--- src/rtl/bfns_pkg.sv ---
// ----------------------------------------------------------------------------
// bfns_pkg
// Shared types and constants of the bitmap next-bit search block: action
// codes, field widths, default sizes and the controller/datapath bundles.
// ----------------------------------------------------------------------------
package bfns_pkg;

  // field widths of the stream items
  localparam int ACTION_W = 2;
  localparam int WIDX_W   = 6;
  localparam int DATA_W   = 64;
  localparam int IDX_W    = 13;

  // packed port widths
  localparam int IN_TDATA_W  = 96;
  localparam int IN_TUSER_W  = 2;
  localparam int OUT_TDATA_W = 16;

  // default sizes
  localparam int WORDS_DEF     = 64;
  localparam int WORD_BITS_DEF = 64;

  // action codes
  localparam logic [ACTION_W-1:0] ACT_WRITE     = 2'd0;
  localparam logic [ACTION_W-1:0] ACT_FIND_SET  = 2'd1;
  localparam logic [ACTION_W-1:0] ACT_FIND_ZERO = 2'd2;

  // controller to datapath commands
  typedef struct packed {
    logic wr;        // store the word of a write item
    logic load;      // capture the fields of a search item
    logic div;       // offset to word number, early-exit check
    logic setup;     // word pointer, bit position and base index
    logic read;      // read the first word
    logic scan;      // examine one word, prefetch the next
    logic out_load;  // move the answer into the output register
  } bfns_cmd_t;

  // datapath to controller status
  typedef struct packed {
    logic early;     // offset at or past the searchable end
    logic done;      // scan finished on this word
  } bfns_sts_t;

endpackage

--- src/rtl/bfns_ram.sv ---
// ----------------------------------------------------------------------------
// bfns_ram
// Generic single-write, single-read RAM with registered read data.
// ----------------------------------------------------------------------------
module bfns_ram #(
  parameter int WIDTH = 64,
  parameter int DEPTH = 64,
  localparam int ADDR_W = (DEPTH > 1) ? $clog2(DEPTH) : 1
) (
  input  logic              clk,
  input  logic              wr_en,
  input  logic [ADDR_W-1:0] wr_addr,
  input  logic [WIDTH-1:0]  wr_data,
  input  logic              rd_en,
  input  logic [ADDR_W-1:0] rd_addr,
  output logic [WIDTH-1:0]  rd_data
);

  logic [WIDTH-1:0] mem [DEPTH];

  // write port
  always_ff @(posedge clk) begin
    if (wr_en) begin
      mem[wr_addr] <= wr_data;
    end
  end

  // registered read port
  always_ff @(posedge clk) begin
    if (rd_en) begin
      rd_data <= mem[rd_addr];
    end
  end

endmodule

--- src/rtl/bfns_ctrl.sv ---
// ----------------------------------------------------------------------------
// bfns_ctrl
// Sequencer of the bitmap search: accepts items, steps the datapath through
// divide, setup, first read and word scan, and owns the output valid flag.
// ----------------------------------------------------------------------------
module bfns_ctrl
  import bfns_pkg::*;
(
  input  logic                clk,
  input  logic                rst_n,
  input  logic                in_tvalid,
  output logic                in_tready,
  input  logic [ACTION_W-1:0] in_action,
  output logic                out_tvalid,
  input  logic                out_tready,
  output bfns_cmd_t           cmd,
  input  bfns_sts_t           sts
);

  localparam logic [2:0] S_IDLE  = 3'd0;
  localparam logic [2:0] S_DIV   = 3'd1;
  localparam logic [2:0] S_SETUP = 3'd2;
  localparam logic [2:0] S_READ  = 3'd3;
  localparam logic [2:0] S_SCAN  = 3'd4;
  localparam logic [2:0] S_POST  = 3'd5;

  logic [2:0] state_r, state_nxt;
  logic       out_valid_r, out_valid_nxt;
  logic       fire;
  logic       is_search;

  assign in_tready  = (state_r == S_IDLE);
  assign out_tvalid = out_valid_r;
  assign fire       = in_tvalid && in_tready;
  assign is_search  = (in_action == ACT_FIND_SET) || (in_action == ACT_FIND_ZERO);

  // command decode
  always_comb begin
    cmd          = '0;
    cmd.wr       = fire && (in_action == ACT_WRITE);
    cmd.load     = fire && is_search;
    cmd.div      = (state_r == S_DIV);
    cmd.setup    = (state_r == S_SETUP);
    cmd.read     = (state_r == S_READ);
    cmd.scan     = (state_r == S_SCAN);
    cmd.out_load = (state_r == S_POST) && (!out_valid_r || out_tready);
  end

  // next state
  always_comb begin
    state_nxt = state_r;
    case (state_r)
      S_IDLE: begin
        if (fire && is_search) begin
          state_nxt = S_DIV;
        end
      end
      S_DIV: begin
        state_nxt = sts.early ? S_POST : S_SETUP;
      end
      S_SETUP: state_nxt = S_READ;
      S_READ:  state_nxt = S_SCAN;
      S_SCAN: begin
        if (sts.done) begin
          state_nxt = S_POST;
        end
      end
      S_POST: begin
        if (cmd.out_load) begin
          state_nxt = S_IDLE;
        end
      end
      default: state_nxt = S_IDLE;
    endcase
  end

  // output valid flag
  always_comb begin
    out_valid_nxt = out_valid_r;
    if (out_valid_r && out_tready) begin
      out_valid_nxt = 1'b0;
    end
    if (cmd.out_load) begin
      out_valid_nxt = 1'b1;
    end
  end

  always_ff @(posedge clk) begin
    if (!rst_n) begin
      state_r     <= S_IDLE;
      out_valid_r <= 1'b0;
    end else begin
      state_r     <= state_nxt;
      out_valid_r <= out_valid_nxt;
    end
  end

`ifndef SYNTHESIS
  // a finished answer reaches the output register in the next cycle
  a_post_valid: assert property (@(posedge clk) disable iff (!rst_n)
    cmd.out_load |=> out_valid_r)
    else $error("answer not presented after post");

  // a search leaves the idle state for the divide step
  a_search_start: assert property (@(posedge clk) disable iff (!rst_n)
    cmd.load |=> (state_r == S_DIV))
    else $error("search did not start");

  // no write is taken while a search is in flight
  a_no_write_busy: assert property (@(posedge clk) disable iff (!rst_n)
    cmd.wr |-> (state_r == S_IDLE))
    else $error("write taken while busy");
`endif

endmodule

--- src/rtl/bfns_dp.sv ---
// ----------------------------------------------------------------------------
// bfns_dp
// Datapath of the bitmap search: bitmap memory, offset split into word and
// bit, per-word match and lowest-bit encode, answer and output registers.
// ----------------------------------------------------------------------------
module bfns_dp
  import bfns_pkg::*;
#(
  parameter int WORDS     = WORDS_DEF,
  parameter int WORD_BITS = WORD_BITS_DEF
) (
  input  logic                clk,
  input  logic                rst_n,
  input  bfns_cmd_t           cmd,
  output bfns_sts_t           sts,
  input  logic [ACTION_W-1:0] in_action,
  input  logic [WIDX_W-1:0]   in_word_index,
  input  logic [DATA_W-1:0]   in_word_data,
  input  logic [IDX_W-1:0]    in_bit_limit,
  input  logic [IDX_W-1:0]    in_start_offset,
  output logic [IDX_W-1:0]    out_found_index
);

  localparam int AW     = (WORDS > 1) ? $clog2(WORDS) : 1;
  localparam int POS_W  = $clog2(WORD_BITS);
  localparam int TOTAL  = WORDS * WORD_BITS;
  localparam int TW     = $clog2(TOTAL + 1);
  localparam int EW     = (TW > IDX_W + 1) ? TW : IDX_W + 1;
  localparam int Q_W    = $clog2((2**IDX_W - 1) / WORD_BITS + 1);
  localparam int DIV_SH = IDX_W + 6;
  localparam int RECIP  = (2**DIV_SH + WORD_BITS - 1) / WORD_BITS;
  localparam int RW     = $clog2(RECIP + 1);
  localparam int PW     = IDX_W + RW;

  // search registers
  logic                 mode_set_r;
  logic [IDX_W-1:0]     limit_r;
  logic [IDX_W-1:0]     offset_r;
  logic [Q_W-1:0]       q_r;
  logic [AW-1:0]        w_r;
  logic [POS_W-1:0]     bit_r;
  logic [EW-1:0]        base_r;
  logic [IDX_W-1:0]     res_r;
  logic [IDX_W-1:0]     out_found_r;

  // memory ports
  logic                 wr_en;
  logic                 rd_en;
  logic [AW-1:0]        rd_addr;
  logic [WORD_BITS-1:0] rd_data;

  // combinational values
  logic [EW-1:0]        eff_end;
  logic [PW-1:0]        prod;
  logic [Q_W-1:0]       q_nxt;
  logic [EW-1:0]        base_nxt;
  logic [EW-1:0]        bit_diff;
  logic [AW:0]          w_next;
  logic [WORD_BITS-1:0] sel;
  logic [WORD_BITS-1:0] cand;
  logic [WORD_BITS-1:0] onehot;
  logic [POS_W-1:0]     pos;
  logic                 hit;
  logic [EW-1:0]        cand_idx;
  logic                 last_word;
  logic [IDX_W-1:0]     answer;
  logic                 res_load;

  // bitmap storage
  assign wr_en = cmd.wr && (int'(in_word_index) < WORDS);

  bfns_ram #(
    .WIDTH (WORD_BITS),
    .DEPTH (WORDS)
  ) u_ram (
    .clk     (clk),
    .wr_en   (wr_en),
    .wr_addr (AW'(in_word_index)),
    .wr_data (in_word_data[WORD_BITS-1:0]),
    .rd_en   (rd_en),
    .rd_addr (rd_addr),
    .rd_data (rd_data)
  );

  // searchable end: the limit, cut at the bitmap size
  assign eff_end = (EW'(limit_r) < EW'(TOTAL)) ? EW'(limit_r) : EW'(TOTAL);

  // word number of the offset by reciprocal multiply, exact for 13-bit offsets
  assign prod  = PW'(offset_r) * PW'(RECIP);
  assign q_nxt = prod[DIV_SH +: Q_W];

  // base index of that word and bit position inside it
  assign base_nxt = EW'(q_r) * EW'(WORD_BITS);
  assign bit_diff = EW'(offset_r) - base_nxt;

  // first read at the start word, then prefetch the following word
  assign w_next  = {1'b0, w_r} + 1'b1;
  assign rd_en   = cmd.read || (cmd.scan && (int'(w_next) < WORDS));
  assign rd_addr = cmd.read ? w_r : w_next[AW-1:0];

  // match vector of the current word, bits below the start masked off
  assign sel    = mode_set_r ? rd_data : ~rd_data;
  assign cand   = sel & ({WORD_BITS{1'b1}} << bit_r);
  assign hit    = |cand;
  assign onehot = cand & (~cand + 1'b1);

  // encode the isolated lowest bit
  always_comb begin
    pos = '0;
    for (int k = 0; k < POS_W; k++) begin
      for (int i = 0; i < WORD_BITS; i++) begin
        if (((i >> k) & 1) == 1) begin
          pos[k] = pos[k] | onehot[i];
        end
      end
    end
  end

  assign cand_idx  = base_r + EW'(pos);
  assign last_word = (base_r + EW'(WORD_BITS)) >= eff_end;
  assign answer    = (hit && (cand_idx < EW'(limit_r))) ? cand_idx[IDX_W-1:0] : limit_r;

  // status
  assign sts.early = EW'(offset_r) >= eff_end;
  assign sts.done  = hit || last_word;
  assign res_load  = (cmd.div && sts.early) || (cmd.scan && sts.done);

  // search registers
  always_ff @(posedge clk) begin
    if (cmd.load) begin
      mode_set_r <= (in_action == ACT_FIND_SET);
      limit_r    <= in_bit_limit;
      offset_r   <= in_start_offset;
    end
    if (cmd.div) begin
      q_r <= q_nxt;
    end
    if (cmd.setup) begin
      w_r    <= AW'(q_r);
      bit_r  <= bit_diff[POS_W-1:0];
      base_r <= base_nxt;
    end else if (cmd.scan && !sts.done) begin
      w_r    <= w_next[AW-1:0];
      bit_r  <= '0;
      base_r <= base_r + EW'(WORD_BITS);
    end
    if (cmd.div && sts.early) begin
      res_r <= limit_r;
    end else if (cmd.scan && sts.done) begin
      res_r <= answer;
    end
    if (cmd.out_load) begin
      out_found_r <= res_r;
    end
  end

  assign out_found_index = out_found_r;

`ifndef SYNTHESIS
  // the word split puts the offset inside the selected word
  a_split: assert property (@(posedge clk) disable iff (!rst_n)
    cmd.setup |=> ((base_r <= EW'(offset_r)) && (EW'(offset_r) < base_r + EW'(WORD_BITS))))
    else $error("offset not inside its word");

  // scanning never runs past the bitmap
  a_word_range: assert property (@(posedge clk) disable iff (!rst_n)
    cmd.scan |-> (int'(w_r) < WORDS))
    else $error("word pointer out of range");

  // an answer never exceeds the limit
  a_res_limit: assert property (@(posedge clk) disable iff (!rst_n)
    res_load |=> (res_r <= limit_r))
    else $error("answer beyond limit");

  // an answer below the limit is at or after the offset
  a_res_offset: assert property (@(posedge clk) disable iff (!rst_n)
    res_load |=> ((res_r == limit_r) || (res_r >= offset_r)))
    else $error("answer before offset");
`endif

endmodule

--- src/rtl/bitmap_find_next_set_or_zero.sv ---
// ----------------------------------------------------------------------------
// bitmap_find_next_set_or_zero
// Write item: taken back to back. Search item: divide, setup, first read,
// then a scan of k words (1..WORDS), one bitmap word per cycle through the
// single read port, then post; from divide straight to post when the offset
// is at or past the limit or the bitmap end. One search at a time; the next
// item is accepted when the answer has moved to the output register.
// Reset clears the sequencer and output valid; bitmap words hold no reset.
// ----------------------------------------------------------------------------
module bitmap_find_next_set_or_zero
  import bfns_pkg::*;
#(
  parameter int WORDS     = WORDS_DEF,
  parameter int WORD_BITS = WORD_BITS_DEF
) (
  input  logic                   clk,
  input  logic                   rst_n,
  input  logic                   in_tvalid,
  output logic                   in_tready,
  // word_index[5:0], word_data[69:6], bit_limit[82:70], start_offset[95:83]
  input  logic [IN_TDATA_W-1:0]  in_tdata,
  // action[1:0]
  input  logic [IN_TUSER_W-1:0]  in_tuser,
  output logic                   out_tvalid,
  input  logic                   out_tready,
  // found_index[12:0], zero fill[15:13]
  output logic [OUT_TDATA_W-1:0] out_tdata
);

  bfns_cmd_t           cmd;
  bfns_sts_t           sts;
  logic [ACTION_W-1:0] in_action;
  logic [WIDX_W-1:0]   in_word_index;
  logic [DATA_W-1:0]   in_word_data;
  logic [IDX_W-1:0]    in_bit_limit;
  logic [IDX_W-1:0]    in_start_offset;
  logic [IDX_W-1:0]    out_found_index;

  // unpack the input item
  assign in_action       = in_tuser[ACTION_W-1:0];
  assign in_word_index   = in_tdata[5:0];
  assign in_word_data    = in_tdata[69:6];
  assign in_bit_limit    = in_tdata[82:70];
  assign in_start_offset = in_tdata[95:83];

  assign out_tdata = {{(OUT_TDATA_W - IDX_W){1'b0}}, out_found_index};

  bfns_ctrl u_ctrl (
    .clk        (clk),
    .rst_n      (rst_n),
    .in_tvalid  (in_tvalid),
    .in_tready  (in_tready),
    .in_action  (in_action),
    .out_tvalid (out_tvalid),
    .out_tready (out_tready),
    .cmd        (cmd),
    .sts        (sts)
  );

  bfns_dp #(
    .WORDS     (WORDS),
    .WORD_BITS (WORD_BITS)
  ) u_dp (
    .clk             (clk),
    .rst_n           (rst_n),
    .cmd             (cmd),
    .sts             (sts),
    .in_action       (in_action),
    .in_word_index   (in_word_index),
    .in_word_data    (in_word_data),
    .in_bit_limit    (in_bit_limit),
    .in_start_offset (in_start_offset),
    .out_found_index (out_found_index)
  );

endmodule
--- config.mk ---
export PLATFORM = sky130hd
export DESIGN_NAME = bitmap_find_next_set_or_zero
export DESIGN_NICKNAME = d
export VERILOG_FILES = /design/src/rtl/bfns_pkg.sv /design/src/rtl/bfns_ram.sv /design/src/rtl/bfns_ctrl.sv /design/src/rtl/bfns_dp.sv /design/src/rtl/bitmap_find_next_set_or_zero.sv
export SDC_FILE = /design/constraint.sdc
export NUM_CORES = 2
export LEC_CHECK = 0
export BUFFER_PORTS_ARGS = -buffer_cell sky130_fd_sc_hd__buf_2
export CORE_ASPECT_RATIO = 0.7
export CORE_MARGIN = 5
export CORE_UTILIZATION = 45
export CTS_BUF_LIST = sky130_fd_sc_hd__clkbuf_8
export DETAILED_ROUTE_END_ITERATION = 10
export GPL_TIMING_DRIVEN = 0
export PLACE_DENSITY_LB_ADDON = 0.08
export SLEW_MARGIN = 20
export SYNTH_ARGS = -nofsm -noshare
export SYNTH_HDL_FRONTEND = slang
export SYNTH_SLANG_ARGS = --single-unit
--- constraint.sdc ---
create_clock -name clk -period 6.3 [get_ports clk]
set_input_delay 0.315 -clock clk [delete_from_list [all_inputs] [get_ports clk]]
set_output_delay 0.315 -clock clk [all_outputs]
set_load 0.01 [all_outputs]
# == After elaboration in Yosys (flattened, before gate mapping) ==
# Memories as Yosys holds them, arrays and structs flattened. A register that Yosys moved wholly into a read port is not among the register bits.
# Cells that the tools add are included.
# word_totals
latch_bits,0
mem_bits_rw,4096
input_bits,102
romBits,0
reg_bits,90
memories,1
word_cells,268
# classes
bitwise_logic,190
add_sub_neg,5
n_mux,21
n_reduce_logical,23
div,0
mul,0
shifts,1
magnitude_cmp,5
eq_ne,10
# memory_table
memory,words,width,read_ports,rd_ports_with_merged_regs,wr,line_no,rtl
u_dp.u_ram.mem,64,64,1,1,1,bfns_ram.sv:19,logic [WIDTH-1:0] mem [DEPTH];
# ops
operator,n
bitwise OR 1 bit,186
bitwise AND 64 bit,2
inverter 64 bit,2
two-way mux 13 bit,6
adder 64 x 1 -> 64 bit (second input constant),1
two-way mux 64 bit,1
OR reduction 64 bit,1
left shift 64 x 6 -> 64 bit (first input constant),1
two-way mux 6 bit,5
case mux 3 bit (6 select lines),1
adder 14 x 6 -> 14 bit,1
adder 14 x 7 -> 14 bit (second input constant),1
greater-or-equal comparator 14 x 13 -> 1 bit,1
< comparator 14 x 13 -> 1 bit,1
greater-or-equal comparator 13 bit,1
< comparator 13 bit (second input constant),1
two-way mux 3 bit,4
logical AND 1 bit,10
adder 6 x 1 -> 7 bit (second input constant),1
< comparator 7 bit (second input constant),1
equality test 3 x 2 -> 1 bit (second input constant),2
equality test 3 bit (second input constant),2
!= test 2 bit (second input constant),3
nonzero test 2 bit,3
other kinds (10),17

# == Longest topological paths before layout ==
# logic_depth
word_depth,43
ltp_mapped,27
depth_no_buf,19

# == Cells and area by module ==
# Synthesis repeated with hierarchy kept, for this count alone.
# unflattened
hier_cells,7494
area_unflattened_um2,164764.3
# modules_own_cells
mod,instances,area_per_inst_um2,seq_area_each_um2,cells_per_inst
bfns_ram,1,156989.3,124919.8,6598
bfns_dp,1,7418.4,2392.3,855
bfns_ctrl,1,330.3,80.1,37
bitmap_find_next_set_or_zero,1,26.3,0.0,4

# == Worst setup path before layout ==
# No wires, ideal clock.
# synth_path
path_kind,register to register
startpoint,register u_dp.mode_set_r
endpoint,register u_dp.res_r[10] (data pin)
setup_time_ns,0.260
t_required_ns,6.040
stages_incl_launch_ff,23
n_path_buf,3
arrival_time_ns,5.026
slack_ns,1.014
cell_sequence,edfxtp_1 > buf_6 > xnor2_1 > and2_1 > or3_1 > or4_4 > or2_1 > buf_6 > or4_1 > and3_1 > nor2b_1 > nand4b_1 > ha_1 > a41oi_1 > o21ai_0 > a21oi_1 > o21ai_0 > a311o_1 > a31oi_1 > nor4b_2 > a21oi_2 > buf_6 > mux2_4
# synth_via
elab_chain_cells,42
# synth_lines
element,line_no,rtl
from (decl),bfns_dp.sv:36,logic mode_set_r;
from (signal assigned),bfns_dp.sv:131,mode_set_r <= (in_action == ACT_FIND_SET);
two-way mux 64 bit *,bfns_dp.sv:102,assign sel = mode_set_r ? rd_data : ~rd_data;
bitwise AND 64 bit *,bfns_dp.sv:103,assign cand = sel & ({WORD_BITS{1'b1}} << bit_r);
inverter 64 bit,bfns_dp.sv:105,assign onehot = cand & (~cand + 1'b1);
adder 64 x 1 -> 64 bit,bfns_dp.sv:105,
bitwise AND 64 bit,bfns_dp.sv:105,
bitwise OR 1 bit (31 in a row),bfns_dp.sv:113,pos[k] = pos[k] | onehot[i];
adder 14 x 6 -> 14 bit,bfns_dp.sv:119,assign cand_idx = base_r + EW'(pos);
< comparator 14 x 13 -> 1 bit,bfns_dp.sv:121,assign answer = (hit && (cand_idx < EW'(limit_r))) ? cand_idx[IDX_W-1:0] : limit_r;
logical AND 1 bit,bfns_dp.sv:121,
two-way mux 13 bit *,bfns_dp.sv:121,
two-way mux 13 bit *,bfns_dp.sv:149,end else if (cmd.scan && sts.done) begin
two-way mux 13 bit *,bfns_dp.sv:147,if (cmd.div && sts.early) begin
to (signal assigned),bfns_dp.sv:148,res_r <= limit_r;
to (signal assigned),bfns_dp.sv:150,res_r <= answer;
to (decl),bfns_dp.sv:43,logic [IDX_W-1:0] res_r;
# Mark *: on every way between the ends. The rest lies on a longest branch, timed or not. The select of a mux whose other input is x is not followed.
# A chain may end at the register's enable or synchronous reset.

# == Worst setup path after layout ==
# layout_path
startpoint,register u_dp.bit_r[4]
endpoint,register u_dp.res_r[4] (data pin)
# layout_via
elab_chain_cells,42
# layout_lines
element,line_no,rtl
from (decl),bfns_dp.sv:41,logic [POS_W-1:0] bit_r;
from (signal assigned),bfns_dp.sv:140,bit_r <= bit_diff[POS_W-1:0];
left shift 64 x 6 -> 64 bit *,bfns_dp.sv:103,
bitwise AND 64 bit *,bfns_dp.sv:103,
inverter 64 bit,bfns_dp.sv:105,
adder 64 x 1 -> 64 bit,bfns_dp.sv:105,
bitwise AND 64 bit,bfns_dp.sv:105,
bitwise OR 1 bit (31 in a row),bfns_dp.sv:113,
adder 14 x 6 -> 14 bit,bfns_dp.sv:119,
< comparator 14 x 13 -> 1 bit,bfns_dp.sv:121,
logical AND 1 bit,bfns_dp.sv:121,
two-way mux 13 bit *,bfns_dp.sv:121,
two-way mux 13 bit *,bfns_dp.sv:149,
two-way mux 13 bit *,bfns_dp.sv:147,
# Marks and branches as above.

==> flow_summary.ini <==
[status]
status = complete, but fails checks
failing_checks = setup timing

[global_routing]
global_route.overflow_total = 0
grt_pass1_vias = 82400
global_route.usage.total_pct = 25.5
antenna_found_initial = 47
pin_count_of_the_biggest_net_entering_global_routing = 65
grt_pass1_wl_um = 669000

[detailed_routing]
drt_iter0_markers = 10300
drt_first_pass_iters = 6
drtAntennaViolNets = 0
detail_route.wirelength_um = 487000
route.detailed.wl_per_inst_um = 36.1
num_vias = 82100
drt-vias-per-instance = 6.08
detail_route.drc_violations = 0

[clock_network]
cts_tree = built
cts_num_sinks = 4244
clockBufferDepth = 4
cts-root-buf = sky130_fd_sc_hd__clkbuf_8
later_pin_clock_latency_in_the_skew_report_ns = 1.23
cts_made_buffers = 654
htreeDepth = 6
clk_pin_slew_ns = 0.07

[setup_path]
crit_arrival_ns = 7.26
setup.worst_path.class = flop to flop
timing.critical_path.to_type = flop
cp_max_fo = 10
worstReg2RegStart = u_dp.bit_r[4]
cp-startpoint = u_dp.bit_r[4]
setup.worst_path.start_class = flop
critPathRequiredTime_ns = 7.24

[die]
initial_utilization_pct = 45.1
fp.coreArea_um2 = 366000
ioPinCount = 120
die_span_x_um = 733
rows = 186
dieHeight_um = 516
die-area_um2 = 379000

[power]
power_frac_clock_pct = 32.8
pwr_density_cell_nw_per_um2 = 328
irDropWorstVdd_mv = 0.291
power.leakage_nw = 60.9
switching_part_of_the_total_pct = 27.3
total_switching_power_mw = 17.3
share_comb_of_total_power_pct = 17.3
power.sequential.fraction_pct = 49.8
power.internal_mw = 46.0

[finish]
final_net_count = 8228
drive_above_1_share_pct = 34.8
mostFrequentLayoutCells = 4239 x sky130_fd_sc_hd__edfxtp_1, 1344 x sky130_fd_sc_hd__mux4_2, 670 x sky130_fd_sc_hd__clkbuf_8
area.growth.synth_to_final_pct = 17.0
layout.cells.most_common = sky130_fd_sc_hd__edfxtp_1

[logic_synthesis]
async_reset_ff_share_pct = 0
count_of_flip_flops_with_a_built_in_enable_after_synthesis = 4239
syn-instance-count = 6821
synth_seq_area_share_pct = 77.3
postSynthRegisterBits = 4244
yosys.cell_types.count = 99
avgSynthCellArea_um2 = 24.2
syn-cell-area_um2 = 165000
synth_ff_type = sky130_fd_sc_hd__edfxtp_1
synth.yosys.warnings = 0

[sta]
rsz0062_at_grt = true
timing.setup.tns_ns = -0.0847
highest_attainable_clock_frequency_ghz = 0.158
final_max_slew_viol_count = 0
timing.final.hold_violations = 0
worst_clock_skew_ns = 0.0551
setup_viol_count_final = 4
maxSlewHeadroom_pct = 17.2
tightest_slew_ns = 1.24
hold-worst-slack_ns = 0.0638
final.period_utilization_pct = 100
final_period_minus_worst_setup_slack_ns = 6.33
layout_setup_ws_ns = -0.0286

[min_path]
hp-start = in_tdata[52]
timing.hold.worst.class = input port to flop

[place]
numPortBuffers = 113
preCtsSetupSlack_ns = -2.71
rd_place_congestion = 0.900
place_hpwl_um = 331000

[run]
cap_viol_max_count = 0
==> through the flow <==
step	utilization (%)	power [mW]	cell area, um2	cells
floorplan	-	38.0	165000	6823
global placement	46.9	42.5	172000	11800
detailed placement	48.8	42.7	178000	12100
CTS	52.4	63.6	192000	13400
global route	52.7	65.5	193000	13500
finish	52.7	63.2	193000	13500
==> power groups by stage <==
stage	Clock, mW	Combinational (mW)	Sequential [mW]
2_1_floorplan	0	5.96	32.0
3_3_place_gp	0	10.4	32.1
3_5_place_dp	0	10.6	32.1
4_1_cts	21.3	10.9	31.5
5_1_grt	22.6	11.5	31.5
6_report	20.8	11.0	31.5
==> flip-flops by register name (all words and copies together) (netlist names) <==
signal	count
u_dp.res_r	13
u_dp.w_r	6
u_dp.u_ram.rd_data	64
u_dp.q_r	7
u_dp.base_r	8
u_dp.offset_r	13
u_ctrl.state_r	3
u_dp.out_found_index	13
u_dp.u_ram.mem	4096
u_ctrl.out_tvalid	1
u_dp.bit_r	6
u_dp.mode_set_r	1
u_dp.limit_r	13
==> layer usage <==
metal,wire [um],up-vias,global-route usage [%]
li1,-,32300,-
met1,214000,45100,38.9
met2,217000,3982,37.5
met3,45000,664,5.89
met4,10900,6,6.52
met5,46,-,0
==> area by class of cell <==
class / instances / area, um2
clock buffers: 670 / 9220
fillers: 28300 / 173000
diodes: 38 / 95.1
well taps: 4888 / 6120
repair buffers: 614 / 9040
inverters: 32 / 121
multi-input cells: 2189 / 36900
plain buffers: 355 / 1930
flip-flops and latches: 4244 / 127000
clock inverters: 466 / 2140
==> timing repair <==
| item | in CTS | in global routing |
|---|---|---|
| pin swaps | 21 | 33 |
| gates resized for setup | 86 | 70 |
| endpoints found under the setup margin | 36 | 12 |
| hold endpoints to repair | 4167 | 16 |
| hold buffers | 127 | 1 |
| buffers inserted | 31 | 37 |
| cloned | 1 | 5 |
==> kinds of logic after synthesis <==
kind of cell               after synthesis  share of synthesized area (%)
other                                    1                        0.00227
DFF                                   4244                           77.3
muxes                                 1358                           18.5
and+or+nand+nor                        470                           1.48
buffers and inverters                  390                           1.07
adders and majority gates               36                          0.273
AOI/OAI and AO/OA                      261                           1.11
xor gates and xnor gates                61                          0.329
==> worst max-delay path, cell delays in order (launching register included) <==
cell                       delay (ns)
sky130_fd_sc_hd__edfxtp_1        0.32
sky130_fd_sc_hd__buf_4           0.18
sky130_fd_sc_hd__buf_4           0.22
sky130_fd_sc_hd__buf_6           0.20
sky130_fd_sc_hd__buf_2           0.28
sky130_fd_sc_hd__inv_1           0.24
sky130_fd_sc_hd__a31oi_2         0.25
sky130_fd_sc_hd__o311ai_4        0.15
sky130_fd_sc_hd__buf_4           0.17
sky130_fd_sc_hd__nor4_4          0.35
sky130_fd_sc_hd__nand3_2         0.15
sky130_fd_sc_hd__or4_4           0.55
sky130_fd_sc_hd__and3_4          0.17
sky130_fd_sc_hd__nor2b_2         0.16
sky130_fd_sc_hd__nand4b_1        0.14
sky130_fd_sc_hd__buf_12          0.16
sky130_fd_sc_hd__ha_4            0.21
sky130_fd_sc_hd__a41oi_2         0.11
sky130_fd_sc_hd__o21ai_1         0.10
sky130_fd_sc_hd__a21oi_2         0.16
sky130_fd_sc_hd__o21ai_1         0.08
sky130_fd_sc_hd__a311o_2         0.48
sky130_fd_sc_hd__a31oi_4         0.19
sky130_fd_sc_hd__buf_4           0.21
sky130_fd_sc_hd__o31a_1          0.24
sky130_fd_sc_hd__a21oi_4         0.07
sky130_fd_sc_hd__buf_6           0.15
sky130_fd_sc_hd__mux2_4          0.29
==> cell usage after synthesis, types with 10 or more instances <==
| library cell | n | share of area [%] |
|---|---|---|
| sky130_fd_sc_hd__edfxtp_1 | 4239 | 77 |
| sky130_fd_sc_hd__mux4_2 | 1344 | 18 |
| sky130_fd_sc_hd__clkbuf_1 | 223 | 0.51 |
| sky130_fd_sc_hd__nor2_1 | 145 | 0.33 |
| sky130_fd_sc_hd__nand2_1 | 96 | 0.22 |
| sky130_fd_sc_hd__buf_1 | 61 | 0.14 |
| sky130_fd_sc_hd__a21oi_1 | 54 | 0.16 |
| sky130_fd_sc_hd__buf_2 | 41 | 0.12 |
| sky130_fd_sc_hd__o21ai_0 | 40 | 0.12 |
| sky130_fd_sc_hd__nand3_1 | 38 | 0.12 |
| sky130_fd_sc_hd__ha_1 | 36 | 0.27 |
| sky130_fd_sc_hd__xor2_1 | 32 | 0.17 |
| sky130_fd_sc_hd__inv_1 | 31 | 0.071 |
| sky130_fd_sc_hd__xnor2_1 | 28 | 0.15 |
| sky130_fd_sc_hd__nor3_1 | 24 | 0.073 |
| sky130_fd_sc_hd__nand2b_1 | 20 | 0.076 |
| sky130_fd_sc_hd__and3_1 | 18 | 0.068 |
| sky130_fd_sc_hd__o211ai_1 | 18 | 0.082 |
| sky130_fd_sc_hd__nor2b_1 | 17 | 0.065 |
| sky130_fd_sc_hd__a211oi_1 | 14 | 0.064 |
| sky130_fd_sc_hd__buf_4 | 14 | 0.064 |
| sky130_fd_sc_hd__nand4_1 | 14 | 0.053 |
| sky130_fd_sc_hd__a21boi_0 | 13 | 0.059 |
| sky130_fd_sc_hd__a31oi_1 | 13 | 0.049 |
| sky130_fd_sc_hd__buf_6 | 12 | 0.082 |
| sky130_fd_sc_hd__nand3b_1 | 11 | 0.050 |
| sky130_fd_sc_hd__or3_1 | 11 | 0.042 |
| sky130_fd_sc_hd__a21o_1 | 10 | 0.046 |
==> final timing paths <==
check,cells after the start,end,slack [ns]
setup reg to reg,27,u_dp.res_r[4],-0.03
hold / removal,2,u_dp.u_ram.mem[19][46],0.06
setup / recovery,27,u_dp.res_r[4],-0.03
hold reg to reg,0,u_dp.out_found_index[2],0.39
No activity file was read; power rests on OpenSTA's default activity.
